### config.mk
export PLATFORM = sky130hd
export DESIGN_NAME = weekly_schedule_matcher_flat
export DESIGN_NICKNAME = d
export VERILOG_FILES = /design/src/rtl/wsm_pkg.sv /design/src/rtl/wsm_if.sv /design/src/rtl/weekly_schedule_matcher.sv /design/src/flat_wrapper.sv
export SDC_FILE = /design/constraint.sdc
export NUM_CORES = 1
export LEC_CHECK = 0
export BUFFER_PORTS_ARGS = -buffer_cell sky130_fd_sc_hd__clkbuf_2
export CAP_MARGIN = 20
export CORE_MARGIN = 8
export CORE_UTILIZATION = 60
export CTS_BUF_LIST = sky130_fd_sc_hd__clkbuf_2
export DETAILED_ROUTE_END_ITERATION = 8
export PLACE_DENSITY = 0.77
export SYNTH_ARGS = -nofsm -noshare
export SYNTH_HDL_FRONTEND = slang
export SYNTH_SLANG_ARGS = --single-unit
### constraint.sdc
create_clock -name clk_i -period 4.27 [get_ports clk_i]
set_clock_uncertainty 0.1 [all_clocks]
set_input_delay 1.281 -clock clk_i [delete_from_list [all_inputs] [get_ports clk_i]]
set_output_delay 1.281 -clock clk_i [all_outputs]
set_load 0.005 [all_outputs]
### src/rtl/wsm_pkg.sv
// ----------------------------------------------------------------------------
// wsm_pkg
// Types and constants shared by the weekly schedule matcher files.
// ----------------------------------------------------------------------------
`timescale 1ns / 1ps

package wsm_pkg;

  localparam int REG_SLOTS       = 8;
  localparam int IDX_W           = 3;
  localparam int CFG_IDX_W       = 4;
  localparam int CFG_DATA_W      = 29;
  localparam int MOD_W           = 11;
  localparam int MINUTES_PER_HOUR = 60;

  localparam logic [4:0] MAX_HOUR   = 5'd23;
  localparam logic [5:0] MAX_MINUTE = 6'd59;
  localparam logic [2:0] WDAY_NONE  = 3'd7;

  localparam logic [1:0] ACT_ALL_ON  = 2'd0;
  localparam logic [1:0] ACT_ALL_OFF = 2'd1;
  localparam logic [1:0] ACT_PRESET  = 2'd2;
  localparam logic [1:0] ACT_NONE    = 2'd3;

  typedef struct packed {
    logic [4:0] hour_now;
    logic [5:0] minute_now;
    logic [2:0] weekday_now;
    logic       clock_valid;
  } tick_t;

  typedef struct packed {
    logic [1:0] action_code;
    logic [7:0] preset_number;
    logic [2:0] entry_index;
    logic       last_of_run;
  } result_t;

  // register layout of one schedule entry, msb first
  typedef struct packed {
    logic       enable;
    logic [7:0] preset;
    logic [1:0] action;
    logic [6:0] wday_mask;
    logic [5:0] minute;
    logic [4:0] hour;
  } entry_t;

endpackage

### src/rtl/wsm_if.sv
// ----------------------------------------------------------------------------
// wsm_if
// Valid/ready channels of the weekly schedule matcher.
// ----------------------------------------------------------------------------
`timescale 1ns / 1ps

interface wsm_tick_if;
  logic          valid;
  logic          ready;
  wsm_pkg::tick_t data;
  modport source  (output valid, output data, input ready);
  modport sink    (input valid, input data, output ready);
  modport monitor (input valid, input data, input ready);
endinterface

interface wsm_result_if;
  logic            valid;
  logic            ready;
  wsm_pkg::result_t data;
  modport source  (output valid, output data, input ready);
  modport sink    (input valid, input data, output ready);
  modport monitor (input valid, input data, input ready);
endinterface

interface wsm_cfg_if;
  logic                           valid;
  logic                           ready;
  logic [wsm_pkg::CFG_IDX_W-1:0]  reg_index;
  logic [wsm_pkg::CFG_DATA_W-1:0] wdata;
  modport source  (output valid, output reg_index, output wdata, input ready);
  modport sink    (input valid, input reg_index, input wdata, output ready);
  modport monitor (input valid, input reg_index, input wdata, input ready);
endinterface

### src/rtl/weekly_schedule_matcher.sv
// A tick is taken only while idle; entries are then scanned one per cycle through
// a single compare unit, unless a new hit must wait for a free output word, and a
// flush state then hands out the held hit. A held result word stretches the scan;
// no new tick is taken until the flush is done. Ignored ticks are taken without a scan.
// Reset (rst_ni low, async): all entries cleared, no minute handled, idle.
// ----------------------------------------------------------------------------
// weekly_schedule_matcher
// Weekly alarm table: matches time ticks against eight schedule entries.
// ----------------------------------------------------------------------------
`timescale 1ns / 1ps

module weekly_schedule_matcher #(
  parameter int ENTRY_COUNT = 8
) (
  input logic          clk_i,
  input logic          rst_ni,
  wsm_tick_if.sink     tick_i,
  wsm_result_if.source result_o,
  wsm_cfg_if.sink      cfg_i
);
  import wsm_pkg::*;

  localparam logic [IDX_W-1:0] LAST_IDX = IDX_W'(ENTRY_COUNT - 1);

  localparam logic [1:0] ST_IDLE  = 2'd0;
  localparam logic [1:0] ST_SCAN  = 2'd1;
  localparam logic [1:0] ST_FLUSH = 2'd2;

  logic [1:0]            state_q, state_d;
  logic [IDX_W-1:0]      scan_idx_q, scan_idx_d;
  logic [MOD_W-1:0]      handled_min_q, handled_min_d;
  logic                  handled_vld_q, handled_vld_d;
  logic [CFG_DATA_W-1:0] entry_q [REG_SLOTS];
  logic [CFG_DATA_W-1:0] entry_d [REG_SLOTS];
  logic                  pend_vld_q, pend_vld_d;
  result_t               pend_q, pend_d;
  logic                  out_vld_q, out_vld_d;
  result_t               out_q, out_d;
  logic [4:0]            hour_q, hour_d;
  logic [5:0]            minute_q, minute_d;
  logic [2:0]            wday_q, wday_d;

  entry_t           cur;
  logic [7:0]       day_bit;
  logic             hit;
  logic             out_free;
  logic             tick_acc;
  logic [MOD_W-1:0] tick_mod;

  assign cur      = entry_t'(entry_q[scan_idx_q]);
  assign day_bit  = 8'(1) << wday_q;
  assign hit      = cur.enable && (cur.hour <= MAX_HOUR) && (cur.minute <= MAX_MINUTE)
                 && (cur.hour == hour_q) && (cur.minute == minute_q)
                 && (wday_q != WDAY_NONE) && ((cur.wday_mask & day_bit[6:0]) != 7'd0)
                 && (cur.action != ACT_NONE);
  assign out_free = !out_vld_q || result_o.ready;
  assign tick_acc = tick_i.valid && tick_i.ready;
  assign tick_mod = MOD_W'(MOD_W'(tick_i.data.hour_now) * MOD_W'(MINUTES_PER_HOUR))
                  + MOD_W'(tick_i.data.minute_now);

  assign tick_i.ready    = (state_q == ST_IDLE);
  assign cfg_i.ready     = 1'b1;
  assign result_o.valid  = out_vld_q;
  assign result_o.data   = out_q;

  always_comb begin
    state_d       = state_q;
    scan_idx_d    = scan_idx_q;
    handled_min_d = handled_min_q;
    handled_vld_d = handled_vld_q;
    entry_d       = entry_q;
    pend_vld_d    = pend_vld_q;
    pend_d        = pend_q;
    out_vld_d     = out_vld_q;
    out_d         = out_q;
    hour_d        = hour_q;
    minute_d      = minute_q;
    wday_d        = wday_q;

    if (out_vld_q && result_o.ready) begin
      out_vld_d = 1'b0;
    end

    unique case (state_q)
      ST_IDLE: begin
        if (tick_acc && tick_i.data.clock_valid &&
            !(handled_vld_q && (tick_mod == handled_min_q))) begin
          handled_min_d = tick_mod;
          handled_vld_d = 1'b1;
          hour_d        = tick_i.data.hour_now;
          minute_d      = tick_i.data.minute_now;
          wday_d        = tick_i.data.weekday_now;
          scan_idx_d    = '0;
          state_d       = ST_SCAN;
        end
      end
      ST_SCAN: begin
        // a new hit pushes the held one out, so it waits for a free output word
        if (!(hit && pend_vld_q && !out_free)) begin
          if (hit) begin
            if (pend_vld_q) begin
              out_vld_d = 1'b1;
              out_d     = pend_q;
            end
            pend_vld_d           = 1'b1;
            pend_d.action_code   = cur.action;
            pend_d.preset_number = cur.preset;
            pend_d.entry_index   = scan_idx_q;
            pend_d.last_of_run   = 1'b0;
          end
          if (scan_idx_q == LAST_IDX) begin
            state_d = ST_FLUSH;
          end else begin
            scan_idx_d = scan_idx_q + 1'b1;
          end
        end
      end
      ST_FLUSH: begin
        if (!pend_vld_q) begin
          state_d = ST_IDLE;
        end else if (out_free) begin
          out_vld_d         = 1'b1;
          out_d             = pend_q;
          out_d.last_of_run = 1'b1;
          pend_vld_d        = 1'b0;
          state_d           = ST_IDLE;
        end
      end
      default: begin
        state_d = ST_IDLE;
      end
    endcase

    // writes beyond the table are dropped and keep the handled minute
    if (cfg_i.valid && (cfg_i.reg_index < CFG_IDX_W'(REG_SLOTS))) begin
      entry_d[cfg_i.reg_index[IDX_W-1:0]] = cfg_i.wdata;
      handled_vld_d                       = 1'b0;
    end
  end

  always_ff @(posedge clk_i or negedge rst_ni) begin
    if (!rst_ni) begin
      state_q       <= ST_IDLE;
      scan_idx_q    <= '0;
      handled_min_q <= '0;
      handled_vld_q <= 1'b0;
      pend_vld_q    <= 1'b0;
      out_vld_q     <= 1'b0;
      for (int i = 0; i < REG_SLOTS; i++) begin
        entry_q[i] <= '0;
      end
    end else begin
      state_q       <= state_d;
      scan_idx_q    <= scan_idx_d;
      handled_min_q <= handled_min_d;
      handled_vld_q <= handled_vld_d;
      pend_vld_q    <= pend_vld_d;
      out_vld_q     <= out_vld_d;
      entry_q       <= entry_d;
    end
  end

  always_ff @(posedge clk_i) begin
    pend_q   <= pend_d;
    out_q    <= out_d;
    hour_q   <= hour_d;
    minute_q <= minute_d;
    wday_q   <= wday_d;
  end

endmodule

### src/flat_wrapper.sv
// flat-port wrapper written by rule: the top's interface ports become plain ports
module weekly_schedule_matcher_flat import wsm_pkg::*;
#(
  parameter int ENTRY_COUNT = 8
)
  (clk_i, rst_ni, tick_i_valid, tick_i_data, tick_i_ready, result_o_valid, result_o_data, result_o_ready, cfg_i_valid, cfg_i_reg_index, cfg_i_wdata, cfg_i_ready);
  wsm_tick_if tick_i_i ();
  wsm_result_if result_o_i ();
  wsm_cfg_if cfg_i_i ();
  input logic clk_i;
  input logic rst_ni;
  input wire logic [$bits(tick_i_i.valid)-1:0] tick_i_valid;
  input wire logic [$bits(tick_i_i.data)-1:0] tick_i_data;
  output wire logic [$bits(tick_i_i.ready)-1:0] tick_i_ready;
  output wire logic [$bits(result_o_i.valid)-1:0] result_o_valid;
  output wire logic [$bits(result_o_i.data)-1:0] result_o_data;
  input wire logic [$bits(result_o_i.ready)-1:0] result_o_ready;
  input wire logic [$bits(cfg_i_i.valid)-1:0] cfg_i_valid;
  input wire logic [$bits(cfg_i_i.reg_index)-1:0] cfg_i_reg_index;
  input wire logic [$bits(cfg_i_i.wdata)-1:0] cfg_i_wdata;
  output wire logic [$bits(cfg_i_i.ready)-1:0] cfg_i_ready;
  assign tick_i_i.valid = tick_i_valid;
  assign tick_i_i.data = tick_i_data;
  assign tick_i_ready = tick_i_i.ready;
  assign result_o_valid = result_o_i.valid;
  assign result_o_data = result_o_i.data;
  assign result_o_i.ready = result_o_ready;
  assign cfg_i_i.valid = cfg_i_valid;
  assign cfg_i_i.reg_index = cfg_i_reg_index;
  assign cfg_i_i.wdata = cfg_i_wdata;
  assign cfg_i_ready = cfg_i_i.ready;
  weekly_schedule_matcher #(.ENTRY_COUNT(ENTRY_COUNT)) u_core (.clk_i(clk_i), .rst_ni(rst_ni), .tick_i(tick_i_i), .result_o(result_o_i), .cfg_i(cfg_i_i));
endmodule
# --- Yosys cells after proc, flatten, opt, wreduce, memory -nomap -nowiden ---
# Cells that the tools add are included.
totals:
  register_bits: 292
  in_bits: 53
  output_inout_bits: 17
op_classes:
  mul: 1
  magnitude_cmp: 6
  muxes: 37
  shift: 1
  bitwise_logic: 4
  reduce_logical: 33
  n_eq_ne: 17
  add_sub_neg: 2
op_table:
  columns: ["op", "n"]
  rows:
  - ["232-bit bitwise mux", 1]
  - ["29-bit binary-select mux with 3-bit select", 1]
  - ["29-bit demux with 3-bit select", 1]
  - ["29-bit 2-to-1 mux", 3]
  - ["14-bit 2-to-1 mux", 5]
  - ["14-bit one-hot mux with 2 select lines", 1]
  - ["1-bit logical AND", 16]
  - ["1-bit 2-to-1 mux", 13]
  - ["11-bit by 6-bit adder with 11-bit output", 1]
  - ["11-bit equality test", 1]
  - ["2-bit 2-to-1 mux", 5]
  - ["2-bit by 1-bit inequality test with 1-bit output (second input constant)", 5]
  - ["5-bit by 4-bit multiplier with 9-bit output (second input constant)", 1]
  - ["3-bit 2-to-1 mux", 3]
  - ["4-bit >= comparator (second input constant)", 2]
  - ["2-bit inequality test (second input constant)", 4]
  - ["3-bit NOT with 4-bit output", 2]
  - ["4-bit AND reduction", 2]
  - ["2-bit nonzero test", 4]
  - ["7-bit AND", 1]
  - ["7-bit nonzero test", 1]
  - ["1-bit by 3-bit << shifter with 7-bit output (first input constant)", 1]
  - ["6-bit equality test", 1]
  - ["6-bit <= comparator (second input constant)", 1]
  - ["19 further kinds", 25]

# --- Depth between registers and ports, before layout ---
# Gate-level depths: netlist of run 1.
logic_depth:
  depth_word: 16
  mapped_depth: 16
  mapped_depth_nobuf: 16

# --- Least setup slack after synthesis of run 1 ---
# Ideal clock, no wire load.
synth_path:
  kind: "input -> register"
  from: "in tick_i_data[12]"
  to: "reg u_core.handled_min_q[0]"
  setup_ns: 0.125
  slack_ns: -1.111
  cell_stages: 13
  arrival_time_ns: 5.156
  n_path_buf: 0
  path_cell_list: "inv_1 fa_1 fa_1 inv_1 ha_1 or2_2 and3_1 o311ai_0 nor4_1 mux2_2 a31o_2 inv_1 mux2_2"
synth_between:
  elab_chain_cells: 7
synth_lines:
  columns: ["element", "line", "text"]
  rows:
  - ["start, declared", "flat_wrapper.sv:13", "input wire logic [$bits(tick_i_i.data)-1:0] tick_i_data;"]
  - ["5-bit by 4-bit multiplier with 9-bit output", "weekly_schedule_matcher.sv:58", "assign tick_mod = MOD_W'(MOD_W'(tick_i.data.hour_now) * MOD_W'(MINUTES_PER_HOUR))"]
  - ["11-bit by 6-bit adder with 11-bit output", "weekly_schedule_matcher.sv:59", "+ MOD_W'(tick_i.data.minute_now);"]
  - ["11-bit equality test", "weekly_schedule_matcher.sv:87", "!(handled_vld_q && (tick_mod == handled_min_q))) begin"]
  - ["1-bit logical AND", "weekly_schedule_matcher.sv:87", null]
  - ["1-bit zero test", "weekly_schedule_matcher.sv:87", null]
  - ["1-bit logical AND", "weekly_schedule_matcher.sv:86", "if (tick_acc && tick_i.data.clock_valid &&"]
  - ["2-bit AND reduction (no source line)", null, null]
  - ["end signal, assigned", "weekly_schedule_matcher.sv:155", "handled_min_q <= handled_min_d;"]
  - ["end, declared", "weekly_schedule_matcher.sv:31", "logic [MOD_W-1:0] handled_min_q, handled_min_d;"]
# Every way passes these cells.
# A chain may end at the register's enable or synchronous reset.

# --- Worst setup path after layout of run 1 ---
layout_path:
  from: "in tick_i_data[10]"
  to: "reg u_core.minute_q[2], enable pin"
layout_between:
  elab_chain_cells: 7
layout_lines:
  columns: ["element", "line", "text"]
  rows:
  - ["5-bit by 4-bit multiplier with 9-bit output", "weekly_schedule_matcher.sv:58", null]
  - ["11-bit by 6-bit adder with 11-bit output", "weekly_schedule_matcher.sv:59", null]
  - ["11-bit equality test", "weekly_schedule_matcher.sv:87", null]
  - ["1-bit logical AND", "weekly_schedule_matcher.sv:87", null]
  - ["1-bit zero test", "weekly_schedule_matcher.sv:87", null]
  - ["1-bit logical AND", "weekly_schedule_matcher.sv:86", null]
  - ["2-bit AND reduction (no source line)", null, null]
  - ["end signal, assigned", "weekly_schedule_matcher.sv:167", "minute_q <= minute_d;"]
  - ["end, declared", "weekly_schedule_matcher.sv:40", "logic [5:0] minute_q, minute_d;"]
# Every way passes these cells.

==> results_dict.tcl, run 1 <==
set metrics [dict create \
    ys_seq_area_frac 0.546 \
    syn_area_um2 13800 \
    cts.sinks 292 \
    peakVddDrop_v 0.000274 \
    end_kind "flip-flop" \
    synth_most_common_cell "dfrtp_1" \
    violations "negative setup slack" \
    dieArea_um2 28000 \
    p_leak_nw 7.04 \
    grt_pass1_wl_um 48400 \
    yosysTopAreaCellShare 0.457 \
    initial_core_util 0.609 \
    timing.fmax_ghz 0.228 \
    ys_warn_count 0 \
    crit_type "input pin to flip-flop" \
    yosys-top-cells-count "dfrtp_1 (251), mux2_2 (240), nand2_1 (54)" \
    first_pass_iters 5 \
    syn_inst 931 \
    syn_to_final_growth_pct 15.1 \
    cts_buffers 76 \
    drt_iter0_drc 466 \
    syn_avg_cell_area_um2 14.8 \
    ys_ff_latch 292 \
    fin_crit_sh 1.03 \
    setup_tns_ns -1.09 \
    timing.final.crit_period_ns 4.39 \
    nets 1190 \
    p_total_w 0.00860 \
    clk_latency_ns 0.85 \
    num_vias 8505 \
    antenna_found_initial 2 \
    slew_headroom 0.566 \
    rows 55 \
    drtAntennaViolNets 0 \
    placed_area_um2 15000 \
    final_area_um2 15800 \
    setup_viol 22 \
    ios 70 \
    post_drt_wl_per_cell_um 20.6 \
    start_kind "input pin" \
    worstPathMaxFanout 8 \
    overflow 0 \
    async_reset_ff_frac 0.860 \
    drive_above_1_share 0.516 \
    finalHoldViolCount 0 \
    drt_wl_total_um 29800 \
    fill_cells 1565 \
    worst_slack_ns -0.121 \
    synthesis.nets 1013 \
    rsz0062_at_grt "yes" \
    cts_max_level 3 \
    hpwl_um 19400 \
    core_um2 22600 \
    cp.arrival_ns 4.76 \
    synth-main-ff-cell "dfrtp_1" \
    hold_path.class "flip-flop to flip-flop" \
    p_per_area_nw_per_um2 544 \
    final_max_slew_viol_count 0 \
    synth_top_cell_by_area "dfrtp_1" \
    worst_slew_pin_slew_ns 0.651 \
    die_w_um 167 \
    synth_edf_count 41 \
    synthDistinctLibCells 61 \
    drc 0 \
    drv_cap 0 \
    die_h_um 167 \
    grt_max_degree 81 \
    hold_ws_ns 0.260 \
    routed_via_density 5.90 \
    grt_usage 0.218 \
    crit_required_ns 4.64 \
    cts_buffer_depth 3 \
    yosys-top-cells-area "dfrtp_1 (46%), mux2_2 (20%), edfxtp_1 (9.0%)" \
    grt_pass1_vias 9149 \
    status "finished with violations" \
    cts_tree "built" \
    place_congestion 0.751 \
    portBuffers 68 \
    clkTransAtPathRegs_ns 0.10 \
    root_buffer "clkbuf_2" \
]
sequential cells by signal (all words and copies together) (netlist names):
name / flops
u_core.entry_q: 232
u_core.handled_min_q: 11
u_core.handled_vld_q: 1
u_core.hour_q: 5
u_core.minute_q: 6
u_core.pend_q: 13
u_core.pend_vld_q: 1
u_core.result_o.data: 14
u_core.result_o.valid: 1
u_core.scan_idx_q: 3
u_core.state_q: 2
u_core.wday_q: 3
path summary, 6_finish.rpt:
| path | start | slack (ns) | cells past startpoint | to |
|---|---|---|---|---|
| max in group asynchronous | rst_ni | 2.73 | 2 | u_core.entry_q[124]$_DFFE_PN0P_ |
| min in group asynchronous | rst_ni | 0.31 | 1 | u_core.entry_q[110]$_DFFE_PN0P_ |
| worst min register to register | u_core.pend_q[11]$_DFFE_PP_ | 0.26 | 0 | u_core.result_o.data[11]$_DFFE_PP_ |
| worst min-delay path | u_core.pend_q[11]$_DFFE_PP_ | 0.26 | 0 | u_core.result_o.data[11]$_DFFE_PP_ |
| worst max-delay path | tick_i_data[10] | -0.12 | 15 | u_core.minute_q[2]$_DFFE_PP_ |
| worst max register to register | u_core.scan_idx_q[0]$_DFFE_PN0P_ | 0.57 | 11 | u_core.result_o.data[1]$_DFFE_PP_ |
cell families after synthesis:
| family | count (synthesis) | share of synthesized area |
|---|---|---|
| adder cells (fa/ha/maj) | 29 | 0.0307 |
| XOR/XNOR | 28 | 0.0178 |
| flip-flops | 292 | 0.546 |
| buffers and inverters | 81 | 0.0257 |
| multiplexers | 312 | 0.302 |
| AO/OA/AOI/OAI | 58 | 0.0305 |
| AND/OR/NAND/NOR | 130 | 0.0469 |
| other | 1 | 0.000273 |
cell type report:
class / instances / area [µm²] / area share
sequential: 292 / 7520 / 0.475
multi-input combinational: 558 / 6070 / 0.383
timing repair buffer: 147 / 1050 / 0.0663
clock buffer: 112 / 561 / 0.0354
tap: 285 / 357 / 0.0225
clock inverter: 13 / 138 / 0.00870
inverter: 33 / 131 / 0.00830
antenna: 2 / 5.00 / 0.000316
critical path, stage by stage:
cell	delay, ns
buf_6	0.10
fa_1	0.51
fa_1	0.53
inv_1	0.06
fa_1	0.49
inv_2	0.04
ha_4	0.26
nor3b_2	0.15
o21a_1	0.18
nand3_2	0.12
xor2_2	0.17
mux2_4	0.32
a31o_4	0.24
clkinvlp_4	0.15
buf_6	0.17
stage by stage:
stage | util | worst slack (ns) | instances
floorplan | - | -0.793 | 931
global placement | 0.665 | -0.949 | 1310
detailed placement | 0.665 | -0.984 | 1310
CTS | 0.698 | -0.0428 | 1440
global route | 0.701 | -0.203 | 1442
finish | 0.701 | -0.121 | 1442
power breakdown:
part | internal [W] | switching, W
Combinational | 0.00155 | 0.00124
Sequential | 0.00344 | 0.000387
Clock | 0.000869 | 0.00111
Total | 0.00587 | 0.00273
per-layer routing:
layer / global-route usage / part of all wire / up-vias
li1: - / - / 3842
met1: 0.290 / 0.45 / 4415
met2: 0.345 / 0.48 / 210
met3: 0.0541 / 0.057 / 38
met4: 0.0792 / 0.015 / 0
met5: 0 / 0 / -
repair_timing:
action / CTS / global route
endpoints found under the setup margin: 21 / 26
gates cloned: 0 / 0
pin swaps: 2 / 3
hold buffers: 0 / 0
setup buffers: 5 / 0
gates resized for setup: 3 / 19
placed cells by master (no fill, tap or decap), types with 6 or more instances in the layout:
cell type  instances
xor2_1             8
mux4_2            52
mux2_2           236
clkbuf_2         177
nand2b_1           6
xnor2_1           18
o21ai_0            8
buf_6              7
clkinv_1           8
nand3_1           12
edfxtp_1          41
buf_12             6
nor2b_1            7
ha_1              19
nor2_1            11
fa_1               8
nand4_1            7
mux2i_1           15
dfrtp_1          249
nand2_1           52
inv_1             29
buf_4             68
(Power assumes the default switching activity.)
==> run 2: changes to the inputs <==
--- a/config.mk
+++ b/config.mk
@@ -5,13 +5,14 @@
 export SDC_FILE = /design/constraint.sdc
 export NUM_CORES = 1
 export LEC_CHECK = 0
+export ABC_AREA = 1
 export BUFFER_PORTS_ARGS = -buffer_cell sky130_fd_sc_hd__clkbuf_2
 export CAP_MARGIN = 20
 export CORE_MARGIN = 8
-export CORE_UTILIZATION = 60
+export CORE_UTILIZATION = 35
 export CTS_BUF_LIST = sky130_fd_sc_hd__clkbuf_2
 export DETAILED_ROUTE_END_ITERATION = 8
-export PLACE_DENSITY = 0.77
+export PLACE_DENSITY = 0.49
 export SYNTH_ARGS = -nofsm -noshare
 export SYNTH_HDL_FRONTEND = slang
 export SYNTH_SLANG_ARGS = --single-unit
==> run 2 against run 1 <==
Against the previous run: the run now ends clean; worst hold slack worse by 0.022 ns; critical path depth is 5 higher; cell count is 70% higher; register-to-register slack better by 0.23 ns; clock power is 11% higher; sequential power is 2% lower; setup slack better by 0.42 ns; non-clock buffer count is 33 lower; wire length is 32% higher; synthesized cell count is 89% higher; highest routed layer is now met5.
==> results_dict.tcl, run 2 <==
set metrics [dict create \
    status "completed" \
    worst_slew_pin_slew_ns 0.805 \
    syn_avg_cell_area_um2 8.09 \
    die_h_um 218 \
    mostFrequentLayoutCells "nand2_1 (512), o21ai_0 (290), dfrtp_1 (249)" \
    slew_headroom 0.463 \
    end_kind "flip-flop" \
    p_per_area_nw_per_um2 525 \
    drtAntennaViolNets 0 \
    grt_util_met1 0.225 \
    cts_tree "built" \
    hold_path.class "input pin to asynchronous set/reset pin" \
    start_kind "input pin" \
    routed_via_density 4.77 \
    grt_use_met3 0.0427 \
    setup_tns_ns 0 \
    ios 70 \
    yosys-top-cells-count "nand2_1 (514), o21ai_0 (292), dfrtp_1 (251)" \
    core_um2 40500 \
    largest_register_ffs 232 \
    largest_register "u_core.entry_q" \
    seq_area_um2 7520 \
    drc 0 \
    multi_input_area_um2 5520 \
    post_drt_wl_per_cell_um 16.0 \
    drt_wl_total_um 39200 \
    grt_max_degree 145 \
    syn_to_final_growth_pct 13.1 \
    async_reset_ff_frac 0.860 \
    fill_cells 4210 \
    clkTransAtPathRegs_ns 0.09 \
    synth_top_cell_by_area "dfrtp_1" \
    syn_inst 1759 \
    synth_most_common_cell "nand2_1" \
    finalHoldViolCount 0 \
    yosys-top-cells-area "dfrtp_1 (44%), nand2_1 (14%), o21ai_0 (10%)" \
    cp.arrival_ns 4.51 \
    crit_required_ns 4.81 \
    num_vias 11733 \
    initial_core_util 0.352 \
    first_pass_iters 5 \
    rsz0062_at_grt "no" \
    grt_pass1_wl_um 63900 \
    ctsResizeCount 0 \
    cts_buffer_depth 3 \
    post_cts.repair.setup_buffers 0 \
    overflow 0 \
    ys_seq_area_frac 0.528 \
    syn_area_um2 14200 \
    timing.final.crit_period_ns 3.97 \
    worstPathMaxFanout 18 \
    hold_buffers 0 \
    yosysTopAreaCellShare 0.441 \
    cts_buffers 83 \
    synthDistinctLibCells 38 \
    p_total_w 0.00846 \
    grt_pass1_vias 11697 \
    layout_commonest_cell "nand2_1" \
    ys_warn_count 0 \
    synth_edf_count 41 \
    nets 1943 \
    ys_ff_latch 292 \
    hpwl_um 23400 \
    peakVddDrop_v 0.000206 \
    fin_crit_sh 0.931 \
    cts.sinks 292 \
    portBuffers 68 \
    place_congestion 0.759 \
    antenna_found_initial 4 \
    p_leak_nw 7.99 \
    final_util 0.398 \
    setup_viol 0 \
    crit_type "input pin to flip-flop" \
    synth-main-ff-cell "dfrtp_1" \
    drt_iter0_drc 851 \
    synthesis.nets 1841 \
    cts_max_level 3 \
    drive_above_1_share 0.144 \
    dieArea_um2 47400 \
    clk_latency_ns 0.99 \
    rows 74 \
    met2_usage 0.272 \
    root_buffer "clkbuf_2" \
    final_max_slew_viol_count 0 \
    grt_usage 0.170 \
    die_w_um 218 \
    busiest_layer "met2" \
    timing.fmax_ghz 0.252 \
    drv_cap 0 \
]
-- run 2: layout make-up --
type / instances / area share
inverters: 207 / 0.0487
diodes: 4 / 0.000622
well taps: 532 / 0.0413
flip-flops and latches: 292 / 0.467
repair buffers: 114 / 0.0502
clock buffers: 129 / 0.0401
multi-input cells: 1163 / 0.343
clock inverters: 17 / 0.00901
-- run 2: kinds of logic (layout without fill, tap and decap cells) --
family	Yosys count	in the layout	synth area share
xor+xnor	5	5	0.00361
flops	292	292	0.528
fa+ha+maj	29	29	0.0297
simple gates	770	770	0.220
other cells	1	5	0.000264
buf+inv	304	467	0.0877
compound gates	358	358	0.131
-- run 2: power by group --
| group | internal (W) | total (W) | switching [W] |
|---|---|---|---|
| sequential | 0.00346 | 0.00376 | 0.000300 |
| combinational | 0.000919 | 0.00250 | 0.00158 |
| clock | 0.000970 | 0.00219 | 0.00122 |
-- run 2: per-stage QoR --
| stage | hold slack, ns | area (µm²) | cells | setup slack, ns |
|---|---|---|---|---|
| floorplan | 0.300 | 14300 | 1759 | -0.333 |
| global placement | 0.305 | 15300 | 2308 | -0.660 |
| detailed placement | 0.305 | 15300 | 2308 | -0.703 |
| CTS | 0.170 | 16100 | 2454 | 0.344 |
| global route | 0.204 | 16100 | 2458 | 0.101 |
| finish | 0.238 | 16100 | 2458 | 0.296 |
-- run 2: worst max-delay path, stage by stage --
cell and delay, ns:
clkbuf_2 0.10, fa_1 0.52, fa_1 0.53, inv_1 0.06, fa_1 0.49, inv_2 0.05, ha_4 0.27, nand2_1 0.05
nor2_1 0.12, o21ai_1 0.09, inv_1 0.08, nand2_1 0.07, nor2_2 0.12, nand3_1 0.10, nand3_1 0.09, nand2_1 0.05
nand3_1 0.07, nand2_1 0.06, buf_4 0.16, inv_8 0.14
-- run 2: path summary, 6_finish.rpt --
kind	end	from	slack (ns)	cells after the start
hold / removal	u_core.entry_q[146]$_DFFE_PN0P_	rst_ni	0.24	1
setup reg to reg	u_core.pend_q[13]$_DFFE_PP_	u_core.scan_idx_q[0]$_DFFE_PN0P_	0.80	11
min in group clk_i	u_core.result_o.data[8]$_DFFE_PP_	u_core.pend_q[8]$_DFFE_PP_	0.32	0
setup / recovery	u_core.hour_q[2]$_DFFE_PP_	tick_i_data[10]	0.30	20
max in group asynchronous	u_core.entry_q[82]$_DFFE_PN0P_	rst_ni	2.84	2
hold reg to reg	u_core.result_o.data[8]$_DFFE_PP_	u_core.pend_q[8]$_DFFE_PP_	0.32	0
-- run 2: per-layer routing --
layer  vias up  part of all wire
li1       5881                 -
met1      5510              0.47
met2       283              0.45
met3        55             0.063
met4         4             0.015
met5         -           0.00061
==> run 3: changes to the inputs <==
--- a/config.mk
+++ b/config.mk
@@ -12,7 +12,8 @@
 export CORE_UTILIZATION = 35
 export CTS_BUF_LIST = sky130_fd_sc_hd__clkbuf_2
 export DETAILED_ROUTE_END_ITERATION = 8
-export PLACE_DENSITY = 0.49
+export GPL_ROUTABILITY_DRIVEN = 1
+export PLACE_DENSITY = 0.46
 export SYNTH_ARGS = -nofsm -noshare
 export SYNTH_HDL_FRONTEND = slang
 export SYNTH_SLANG_ARGS = --single-unit
==> run 3 against run 2 <==
Against the previous run: first-iteration DRC count is 9.5% lower; clock power decreased by 11%; setup slack worse by 0.097 ns; power fell by 2.6%; largest power group unchanged; non-clock buffer count rose by 1; combinational power hardly changed; wire length down 2.2%; design area is 0.58% lower; highest routed layer unchanged; sequential share of layout area is 0.27 points higher; global-route usage decreased by 0.30 points; sequential power about the same; critical endpoint is now u_core.hour_q[1]$_DFFE_PP_; fmax fell by 2.4%.
==> results_dict.tcl, run 3 (same netlist as run 2, synthesis figures left out) <==
set metrics [dict create \
    critPathCapture "u_core.hour_q[1]$_DFFE_PP_" \
    clkPwrFrac 0.237 \
    crit_required_ns 4.72 \
    die_h_um 218 \
    p_per_area_nw_per_um2 515 \
    slew_headroom 0.522 \
    p_leak_nw 7.95 \
    dieArea_um2 47400 \
    hold_path.class "input pin to asynchronous set/reset pin" \
    drt_wl_total_um 38400 \
    cp_num_cells 20 \
    grt_usage 0.167 \
    nets 1945 \
    cts_max_level 3 \
    rrSetupSlack_ns 0.91 \
    clkTransAtPathRegs_ns 0.10 \
    fin_crit_sh 0.953 \
    drc 0 \
    first_pass_iters 5 \
    routed_via_density 4.73 \
    p_int_w 0.00519 \
    grt_use_met3 0.0351 \
    sw_frac_of_total 0.370 \
    grt_max_degree 87 \
    final_max_slew_viol_count 0 \
    initial_core_util 0.352 \
    grt_util_met1 0.221 \
    rows 74 \
    largest_register_ffs 232 \
    grt_pass1_wl_um 63000 \
    root_buffer "clkbuf_2" \
    busiest_layer "met2" \
    max_stage_delay_ns 0.57 \
    ios 70 \
    post_drt_wl_per_cell_um 15.6 \
    portBuffers 68 \
    crit_chain "clkbuf_2 -> fa_2 -> fa_1 -> inv_1 -> fa_1 -> inv_2 -> ha_4 -> nand2_1 -> nor2_2 -> o21ai_1 -> inv_1 -> nand2_2 -> nor2_4 -> nand3_2 -> nand3_1 -> nand2_1 -> nand3_1 -> nand2_2 -> buf_6 -> inv_8" \
    drive_above_1_share 0.147 \
    worst_r2r_path_depth 14 \
    largest_register "u_core.entry_q" \
    pwr-share-seq 0.460 \
    final_util 0.396 \
    cts_buffers 84 \
    place_ws_ns -0.732 \
    placed_area_um2 15300 \
    die_w_um 218 \
    overflow 0 \
    cts_tree "built" \
    hold_ws_ns 0.291 \
    peakVddDrop_v 0.000211 \
    setup_viol 0 \
    met2_usage 0.271 \
    critPathBufInv 6 \
    cp_slowest_cell "fa_1" \
    cts_buffer_depth 3 \
    cts.sinks 292 \
    timing.fmax_ghz 0.246 \
    switchingPower_w 0.00305 \
    p_total_w 0.00824 \
    cp-startpoint "tick_i_data[12]" \
    end_kind "flip-flop" \
    finalHoldViolCount 0 \
    syn_to_final_growth_pct 12.5 \
    num_vias 11590 \
    path_delay_family "adder cells" \
    clk_latency_ns 0.90 \
    crit_type "input pin to flip-flop" \
    drt_iter0_drc 770 \
    mostFrequentLayoutCells "nand2_1 (509), o21ai_0 (290), dfrtp_1 (249)" \
    drtAntennaViolNets 0 \
    final_area_um2 16000 \
    place_congestion 0.776 \
    core_um2 40500 \
    start_kind "input pin" \
    cp.arrival_ns 4.52 \
    grt_pass1_vias 11710 \
    reg2reg_from "u_core.scan_idx_q[0]$_DFFE_PN0P_" \
    r2r_end "u_core.pend_q[3]$_DFFE_PP_" \
    combPwrFrac 0.303 \
    drv_cap 0 \
    layout_commonest_cell "nand2_1" \
    worstPathMaxFanout 18 \
    worst_slack_ns 0.199 \
    antenna_found_initial 2 \
    timing.final.crit_period_ns 4.07 \
    hpwl_um 23100 \
    post_cts.repair.setup_buffers 0 \
    worst_slew_pin_slew_ns 0.718 \
    status "completed" \
]
run 3: final cells by class:
| class | count | area [µm²] |
|---|---|---|
| well taps | 532 | 666 |
| fillers | 4306 | 24500 |
| clock inverters | 9 | 35.0 |
| diodes | 1 | 2.50 |
| clock buffers | 133 | 666 |
| multi-input cells | 1163 | 5550 |
| inverters | 207 | 785 |
| repair buffers | 115 | 782 |
| flip-flops and latches | 292 | 7520 |
run 3: per-stage QoR:
step           instances  setup TNS (ns)
6_report            2452               0
5_1_grt             2452        -0.00198
4_1_cts             2451               0
3_5_place_dp        2309          -20.39
3_3_place_gp        2309          -18.77
2_1_floorplan       1759           -9.34
run 3: worst min-delay path by stage:
stage,startpoint,end,depth (start not counted)
CTS,rst_ni,u_core.entry_q[117]$_DFFE_PN0P_,1
global route,rst_ni,u_core.entry_q[146]$_DFFE_PN0P_,1
floorplan,u_core.pend_q[10]$_DFFE_PP_,u_core.result_o.data[10]$_DFFE_PP_,0
finish,rst_ni,u_core.entry_q[117]$_DFFE_PN0P_,1
detailed placement,u_core.pend_q[7]$_DFFE_PP_,u_core.result_o.data[7]$_DFFE_PP_,0
global placement,u_core.pend_q[7]$_DFFE_PP_,u_core.result_o.data[7]$_DFFE_PP_,0
run 3: metal layers:
layer | share of wire | vias to the layer above
li1 | - | 5873
met1 | 0.48 | 5432
met2 | 0.46 | 232
met3 | 0.052 | 51
met4 | 0.015 | 2
met5 | 0.00034 | -
run 3: power by group through the flow:
stage / logic [W] / registers, W / clock network (W)
2_1_floorplan: 0.00182 / 0.00374 / 0
3_3_place_gp: 0.00250 / 0.00383 / 0
3_5_place_dp: 0.00253 / 0.00384 / 0
4_1_cts: 0.00254 / 0.00379 / 0.00208
5_1_grt: 0.00292 / 0.00386 / 0.00222
6_report: 0.00250 / 0.00379 / 0.00195
run 3: worst register-to-register path, cell delays in order, from the launching register on:
cell and delay [ns]:
dfrtp_4 0.68, inv_2 0.19, buf_4 0.40, nor2_1 0.08, nor2_1 0.10, nand2_1 0.06, nand3_1 0.09, nand3_1 0.09
nand2_1 0.10, nor2_1 0.04, nand2_1 0.16, nand3_1 0.16, nor2_4 0.21, o211ai_1 0.12, inv_1 0.42
run 3: repair_timing:
action / 4_1_cts / 5_1_grt
resized for setup: 0 / 9
endpoints found under the hold margin: 0 / 0
hold buffers: 0 / 0
endpoints found under the setup margin: 0 / 21
